[src/design/cbs_pkg.sv]
// cbs_pkg: shared constants and register map for the column blank segmenter
// used by the top level and the testbench; no dependencies
package cbs_pkg;

  // segment table size of the original scheme; the limit in force is one less
  localparam int MAX_CELLS = 128;

  // register reset values
  localparam logic [7:0]  WHITE_THRESHOLD_RESET = 8'd253;
  localparam logic [15:0] REGION_X0_RESET       = 16'd0;
  localparam logic [6:0]  MAX_SEGMENTS_RESET    = 7'd127;

  // largest segment count that the limit may reach
  localparam int       SEG_CAP_INT = (MAX_CELLS - 1 < 127) ? MAX_CELLS - 1 : 127;
  localparam logic [6:0] SEG_CAP   = 7'(SEG_CAP_INT);

  // register map: index into the word-aligned address space
  localparam int ADDR_W = 4;
  typedef enum logic [1:0] {
    REG_WHITE_THRESHOLD = 2'd0,
    REG_REGION_X0       = 2'd1,
    REG_MAX_SEGMENTS    = 2'd2
  } reg_index_t;

endpackage

[src/design/cbs_if.sv]
// cbs_pix_if and cbs_seg_if: valid/ready channels for pixel words and result words
// depends on nothing; instantiated by whoever connects the top level
interface cbs_pix_if;
  logic       valid;
  logic       ready;
  logic [7:0] red;
  logic [7:0] green;
  logic [7:0] blue;
  logic       column_end;
  logic       region_end;

  modport source (output valid, red, green, blue, column_end, region_end, input ready);
  modport sink   (input valid, red, green, blue, column_end, region_end, output ready);
endinterface

interface cbs_seg_if;
  logic        valid;
  logic        ready;
  logic        segment_valid;
  logic [15:0] seg_start;
  logic [15:0] seg_width;
  logic        final_res;
  logic [6:0]  seg_count;

  modport source (output valid, segment_valid, seg_start, seg_width, final_res, seg_count,
                  input ready);
  modport sink   (input valid, segment_valid, seg_start, seg_width, final_res, seg_count,
                  output ready);
endinterface

[src/design/column_blank_segmenter_top.sv]
// column_blank_segmenter_top: vertical projection segmentation of a pixel stream
// throughput: one pixel word per cycle, save when the stall below holds the input
// the scan state update is one short compare/add step
// an input register and an output register part the two channels; while a result waits,
//   a held pixel word that makes a result stops the input, other pixel words still pass
// reset (rst, synchronous): registers to their reset values, scan state cleared, both stages empty
module column_blank_segmenter_top
  import cbs_pkg::*;
(
  input  logic                clk,
  input  logic                rst,
  cbs_pix_if.sink             pix,
  cbs_seg_if.source           seg,
  input  logic                psel,
  input  logic                penable,
  input  logic                pwrite,
  input  logic [ADDR_W-1:0]   paddr,
  input  logic [31:0]         pwdata,
  output logic [31:0]         prdata,
  output logic                pready
);

  // configuration registers
  logic [7:0]  white_threshold;
  logic [15:0] region_x0;
  logic [6:0]  max_segments;

  // scan state
  logic        prev_blank;
  logic        column_blank;
  logic [15:0] column_pos;
  logic [15:0] open_start;
  logic [6:0]  found_count;
  logic        stopped;

  // input register
  logic        in_valid;
  logic [7:0]  in_red;
  logic [7:0]  in_green;
  logic [7:0]  in_blue;
  logic        in_col_end;
  logic        in_reg_end;

  // output register
  logic        out_valid;
  logic        out_seg_valid;
  logic [15:0] out_start;
  logic [15:0] out_width;
  logic        out_final;
  logic [6:0]  out_count;

  // step logic
  logic        white;
  logic        end_col;
  logic [6:0]  seg_limit;
  logic [15:0] x_cur;
  logic [15:0] x_after;
  logic        closed;
  logic [15:0] c_start;
  logic [15:0] c_width;
  logic        emit;
  logic        advance;

  logic        prev_blank_next;
  logic        column_blank_next;
  logic [15:0] column_pos_next;
  logic [15:0] open_start_next;
  logic [6:0]  found_count_next;
  logic        stopped_next;

  reg_index_t  reg_sel;
  logic        cfg_write;

  assign pready    = 1'b1;
  assign reg_sel   = reg_index_t'(paddr[3:2]);
  assign cfg_write = psel && penable && pwrite && pready;

  // register read
  always_comb begin
    case (reg_sel)
      REG_WHITE_THRESHOLD: prdata = {24'd0, white_threshold};
      REG_REGION_X0:       prdata = {16'd0, region_x0};
      REG_MAX_SEGMENTS:    prdata = {25'd0, max_segments};
      default:             prdata = 32'd0;
    endcase
  end

  // register write
  always_ff @(posedge clk) begin
    if (rst) begin
      white_threshold <= WHITE_THRESHOLD_RESET;
      region_x0       <= REGION_X0_RESET;
      max_segments    <= MAX_SEGMENTS_RESET;
    end else if (cfg_write) begin
      case (reg_sel)
        REG_WHITE_THRESHOLD: white_threshold <= pwdata[7:0];
        REG_REGION_X0:       region_x0       <= pwdata[15:0];
        REG_MAX_SEGMENTS:    max_segments    <= pwdata[6:0];
        default: ;
      endcase
    end
  end

  // per-pixel scan step on the held word
  assign white = (in_red >= white_threshold) && (in_green >= white_threshold) &&
                 (in_blue >= white_threshold);
  assign end_col   = in_col_end || in_reg_end;
  assign seg_limit = (max_segments < SEG_CAP) ? max_segments : SEG_CAP;
  assign x_cur     = region_x0 + column_pos;
  assign x_after   = region_x0 + column_pos + 16'd1;

  always_comb begin
    logic cb;
    cb                = column_blank && white;
    prev_blank_next   = prev_blank;
    column_blank_next = cb;
    column_pos_next   = column_pos;
    open_start_next   = open_start;
    found_count_next  = found_count;
    stopped_next      = stopped;
    closed            = 1'b0;
    c_start           = 16'd0;
    c_width           = 16'd0;

    // column close: open or close a segment, or stop at the segment limit
    if (end_col) begin
      if (!stopped) begin
        if (!cb && prev_blank) begin
          if (found_count >= seg_limit) begin
            stopped_next = 1'b1;
          end else begin
            open_start_next = x_cur;
            prev_blank_next = 1'b0;
          end
        end else if (cb && !prev_blank) begin
          closed           = 1'b1;
          c_start          = open_start;
          c_width          = x_cur - open_start;
          found_count_next = found_count + 7'd1;
          prev_blank_next  = 1'b1;
        end
      end
      column_pos_next   = column_pos + 16'd1;
      column_blank_next = 1'b1;
    end

    // region end closes a segment still open
    if (in_reg_end && !stopped_next && !prev_blank_next) begin
      closed           = 1'b1;
      c_start          = open_start_next;
      c_width          = x_after - open_start_next;
      found_count_next = found_count_next + 7'd1;
      prev_blank_next  = 1'b1;
    end
  end

  assign emit     = closed || in_reg_end;
  assign advance  = in_valid && (!emit || !out_valid || seg.ready);
  assign pix.ready = !in_valid || advance;

  // input register
  always_ff @(posedge clk) begin
    if (rst) begin
      in_valid <= 1'b0;
    end else if (pix.ready) begin
      in_valid <= pix.valid;
    end
    if (pix.ready && pix.valid) begin
      in_red     <= pix.red;
      in_green   <= pix.green;
      in_blue    <= pix.blue;
      in_col_end <= pix.column_end;
      in_reg_end <= pix.region_end;
    end
  end

  // scan state update, cleared at region end
  always_ff @(posedge clk) begin
    if (rst) begin
      prev_blank   <= 1'b1;
      column_blank <= 1'b1;
      column_pos   <= 16'd0;
      open_start   <= 16'd0;
      found_count  <= 7'd0;
      stopped      <= 1'b0;
    end else if (advance) begin
      if (in_reg_end) begin
        prev_blank   <= 1'b1;
        column_blank <= 1'b1;
        column_pos   <= 16'd0;
        open_start   <= 16'd0;
        found_count  <= 7'd0;
        stopped      <= 1'b0;
      end else begin
        prev_blank   <= prev_blank_next;
        column_blank <= column_blank_next;
        column_pos   <= column_pos_next;
        open_start   <= open_start_next;
        found_count  <= found_count_next;
        stopped      <= stopped_next;
      end
    end
  end

  // output register
  always_ff @(posedge clk) begin
    if (rst) begin
      out_valid <= 1'b0;
    end else if (advance && emit) begin
      out_valid <= 1'b1;
    end else if (seg.ready) begin
      out_valid <= 1'b0;
    end
    if (advance && emit) begin
      out_seg_valid <= closed;
      out_start     <= c_start;
      out_width     <= c_width;
      out_final     <= in_reg_end;
      out_count     <= found_count_next;
    end
  end

  assign seg.valid         = out_valid;
  assign seg.segment_valid = out_seg_valid;
  assign seg.seg_start     = out_start;
  assign seg.seg_width     = out_width;
  assign seg.final_res     = out_final;
  assign seg.seg_count     = out_count;

`ifndef SYNTH
  // a word handed on with a result always leaves a valid result word
  a_emit_lands: assert property (@(posedge clk) disable iff (rst)
    advance && emit |=> out_valid)
    else $error("result word lost after step");

  // a result that is not the region end must carry a closed segment
  a_only_events: assert property (@(posedge clk) disable iff (rst)
    out_valid && !out_final |-> out_seg_valid)
    else $error("result word without an event");

  // a stopped scan never has a segment open
  a_stop_closed: assert property (@(posedge clk) disable iff (rst)
    stopped |-> prev_blank)
    else $error("scan stopped with a segment open");

  // region end leaves the scan state cleared
  a_region_clear: assert property (@(posedge clk) disable iff (rst)
    advance && in_reg_end |=> found_count == 7'd0 && !stopped && prev_blank &&
                              column_pos == 16'd0)
    else $error("scan state not cleared after region end");
`endif

endmodule

[src/flat_wrapper.sv]
// flat-port wrapper written by rule: the top's interface ports become plain ports
module column_blank_segmenter_top_flat import cbs_pkg::*;
  (clk, rst, psel, penable, pwrite, paddr, pwdata, prdata, pready, pix_valid, pix_red, pix_green, pix_blue, pix_column_end, pix_region_end, pix_ready, seg_valid, seg_segment_valid, seg_seg_start, seg_seg_width, seg_final_res, seg_seg_count, seg_ready);
  cbs_pix_if pix_i ();
  cbs_seg_if seg_i ();
  input  logic clk;
  input  logic rst;
  input  logic psel;
  input  logic penable;
  input  logic pwrite;
  input  logic [ADDR_W-1:0] paddr;
  input  logic [31:0] pwdata;
  output logic [31:0] prdata;
  output logic pready;
  input wire logic [$bits(pix_i.valid)-1:0] pix_valid;
  input wire logic [$bits(pix_i.red)-1:0] pix_red;
  input wire logic [$bits(pix_i.green)-1:0] pix_green;
  input wire logic [$bits(pix_i.blue)-1:0] pix_blue;
  input wire logic [$bits(pix_i.column_end)-1:0] pix_column_end;
  input wire logic [$bits(pix_i.region_end)-1:0] pix_region_end;
  output wire logic [$bits(pix_i.ready)-1:0] pix_ready;
  output wire logic [$bits(seg_i.valid)-1:0] seg_valid;
  output wire logic [$bits(seg_i.segment_valid)-1:0] seg_segment_valid;
  output wire logic [$bits(seg_i.seg_start)-1:0] seg_seg_start;
  output wire logic [$bits(seg_i.seg_width)-1:0] seg_seg_width;
  output wire logic [$bits(seg_i.final_res)-1:0] seg_final_res;
  output wire logic [$bits(seg_i.seg_count)-1:0] seg_seg_count;
  input wire logic [$bits(seg_i.ready)-1:0] seg_ready;
  assign pix_i.valid = pix_valid;
  assign pix_i.red = pix_red;
  assign pix_i.green = pix_green;
  assign pix_i.blue = pix_blue;
  assign pix_i.column_end = pix_column_end;
  assign pix_i.region_end = pix_region_end;
  assign pix_ready = pix_i.ready;
  assign seg_valid = seg_i.valid;
  assign seg_segment_valid = seg_i.segment_valid;
  assign seg_seg_start = seg_i.seg_start;
  assign seg_seg_width = seg_i.seg_width;
  assign seg_final_res = seg_i.final_res;
  assign seg_seg_count = seg_i.seg_count;
  assign seg_i.ready = seg_ready;
  column_blank_segmenter_top u_core (.clk(clk), .rst(rst), .pix(pix_i), .seg(seg_i), .psel(psel), .penable(penable), .pwrite(pwrite), .paddr(paddr), .pwdata(pwdata), .prdata(prdata), .pready(pready));
endmodule
[config.mk]
export PLATFORM = sky130hd
export DESIGN_NAME = column_blank_segmenter_top_flat
export DESIGN_NICKNAME = d
export VERILOG_FILES = /design/src/design/cbs_pkg.sv /design/src/design/cbs_if.sv /design/src/design/column_blank_segmenter_top.sv /design/src/flat_wrapper.sv
export SDC_FILE = /design/constraint.sdc
export NUM_CORES = 1
export LEC_CHECK = 0
export BUFFER_PORTS_ARGS = -buffer_cell sky130_fd_sc_hd__buf_2
export CELL_PAD_IN_SITES_DETAIL_PLACEMENT = 0
export CELL_PAD_IN_SITES_GLOBAL_PLACEMENT = 1
export CORE_ASPECT_RATIO = 1.5
export CORE_UTILIZATION = 49
export CTS_BUF_LIST = sky130_fd_sc_hd__clkbuf_4
export DETAILED_ROUTE_END_ITERATION = 16
export PLACE_DENSITY_LB_ADDON = 0.15
export SETUP_SLACK_MARGIN = 0.4
export SLEW_MARGIN = 20
export SYNTH_ARGS = -nofsm -noshare
export SYNTH_HDL_FRONTEND = slang
export SYNTH_SLANG_ARGS = --single-unit
[constraint.sdc]
create_clock -name clk -period 14.49 [get_ports clk]
set_clock_uncertainty 0.15 [all_clocks]
set_input_delay 1.449 -clock clk [delete_from_list [all_inputs] [get_ports clk]]
set_output_delay 1.449 -clock clk [all_outputs]
set_load 0.02 [all_outputs]
==> out/qor.yml <==
crit_type: "reg -> reg"
crit_arrival_ns: 5.91
vias: 7185
synth_top_area_share_pct: 22.29
grt_pass1_wl_um: 33540
avgSynthCellArea_um2: 9.401
r2r-start: "u_core.white_threshold[2]"
antenna_found_initial: 1
yosys_warnings: 0
synth_common_cells: "ha_1, nand2_1, a21oi_1"
hp-start: "u_core.open_start[9]"
post-place-ws_ns: 8.862
yosysTopAreaCell: "edfxtp_1"
grt_max_degree: 63
layout.nets: 1224
cts_buffers: 17
drtIter0Drc: 333
totalNegativeSetupSlack_ns: 0
max_freq_mhz: 176.8
drv_cap: 0
postCtsSetupBuffers: 0
drc: 0
relSlewSlack_pct: 28.14
min_path_type: "reg -> reg"
clk_path_buf_depth: 2
path_max_fanout: 10
ys_ff_latch: 142
grt.total_usage_pct: 22.71
rows: 60
fin_ws_ns: 8.832
routed_via_density: 5.565
cp.required_ns: 14.75
clk_pin_slew_ns: 0.13
syn_to_final_growth_pct: 10.99
die_h_um: 168.2
drtPass1Iterations: 5
clockRootBuffer: "clkbuf_4"
p_leak_nw: 4.432
syn_inst: 960
synth_ff_type: "dfxtp_1"
peakVddDrop_mv: 0.06924
syn-cell-area_um2: 9025
ff_latch_area_um2: 3513
postCtsHoldBufs: 0
p_per_area_nw_per_um2: 81.42
startpoint: "u_core.white_threshold[2]"
clk_latency_ns: 0.56
cts_tree: "built"
cp-end-kind: "register"
drive_gt1_share_pct: 15.75
fill_cells: 1684
first_global_vias: 6880
core_area_um2: 18020
status: "finished, final reports clean"
cts.htree.levels: 4
dp_hpwl_um: 15770
place_congestion: 0.8032
setup_viol: 0
die_w_um: 112.8
worst_slew_pin_slew_ns: 1.073
seq_area_frac_synth_pct: 38.93
ys_top_cells_by_area: "edfxtp_1, dfxtp_1, ha_1"
synth-async-reset-ratio_pct: 0
worstSetupStartpointType: "register"
rsz0062_at_grt: "false"
yosysUniqueCellTypes: 66
io-pin-count: 145
cts_resized: 0
detail-route-antenna-nets: 0
yosysMostFrequentCell: "ha_1"
synth_edf_count: 67
wl_per_cell_um: 16.25
multiInputGateArea_um2: 5056
portBuffers: 109
start_util_pct: 50.09
fin_hold_ws_ns: 0.3248
post-route-period-util_pct: 39.04
final-max-slew-violation-count: 0
min_period_ns: 5.658
drt-total-wl_um: 20980
gr-total-overflow: 0
fp.dieArea_um2: 18980
cts.sinks: 142
hold_viol: 0
cell type report:
type / count / share of cell area (%)
inverter: 61 / 2.286
multi-input combinational: 719 / 50.47
timing repair buffer: 119 / 6.395
sequential: 142 / 35.07
antenna: 1 / 0.02498
clock inverter: 14 / 1.686
tap: 217 / 2.710
clock buffer: 18 / 1.349
sequential cells by signal (all words and copies together) (netlist names), 7 cells and up:
signal and count:
u_core.column_pos 16, u_core.found_count 7, u_core.in_blue 8, u_core.in_green 8, u_core.in_red 8, u_core.max_segments 7, u_core.open_start 16, u_core.region_x0 16
u_core.seg.seg_count 7, u_core.seg.seg_start 16, u_core.seg.seg_width 16, u_core.white_threshold 8
worst paths after layout:
check / end / slack, ns / depth (start not counted)
max: u_core.seg.seg_width[15] / 8.83 / 23
min reg2reg: u_core.open_start[9] / 0.32 / 2
min: u_core.open_start[9] / 0.32 / 2
max reg2reg: u_core.seg.seg_width[15] / 8.83 / 23
worst max-delay path: stages, from the launching register on:
cell	delay, ns
dfxtp_1	0.35
inv_1	0.10
ha_1	0.30
a21o_1	0.18
a31oi_1	0.22
o21ai_1	0.17
a221oi_2	0.39
nand4b_4	0.29
and3_1	0.38
mux2i_1	0.37
ha_1	0.29
inv_1	0.06
ha_1	0.15
inv_1	0.05
fa_1	0.38
nand2b_1	0.20
a21oi_1	0.29
o211ai_1	0.14
nand2_1	0.17
a211oi_1	0.11
o21bai_1	0.18
a21oi_1	0.10
xnor3_1	0.33
o22ai_1	0.15
report_power, final:
group | total (mW) | internal [mW] | switching [mW]
combinational | 0.108 | 0.0419 | 0.0666
clock | 0.273 | 0.121 | 0.151
sequential | 0.434 | 0.430 | 0.00424
total | 0.816 | 0.593 | 0.222
stage by stage:
stage               utilization, %  cells  instance area [µm²]  power [mW]
finish                       55.60   1291                10020      0.8156
global route                 55.60   1291                10020      0.8511
floorplan                        -    975                 9081      0.5244
global placement             53.74   1257                 9682      0.5499
CTS                          55.42   1289                 9986      0.8243
detailed placement           53.74   1257                 9682      0.5515
cells by family (layout without fill, tap and decap cells):
family	Yosys count	after routing	synth area share, %
AOI/OAI and AO/OA	255	255	18.48
and+or+nand+nor	278	278	15.53
xor gates and xnor gates	48	48	4.811
buffers and inverters	114	212	5.864
adders and majority gates	95	95	13.42
muxes	26	26	2.884
other	2	18	0.08321
DFF	142	142	38.93
cell usage in the layout, fill, tap and decap left out, drive strengths merged, types with 27 or more instances in the layout:
| cell type | count |
|---|---|
| a21oi | 78 |
| buf | 119 |
| dfxtp | 75 |
| edfxtp | 67 |
| ha | 92 |
| inv | 62 |
| nand2 | 86 |
| nor2 | 53 |
| o21ai | 47 |
| xnor2 | 27 |
per-layer routing:
layer	vias up	routed length (µm)	global-route usage [%]
li1	3666	-	-
met1	3310	8704	25.07
met2	172	10900	42.14
met3	37	774	3.924
met4	0	602	9.971
met5	-	0	0
Power figures use the tool's default switching activity.
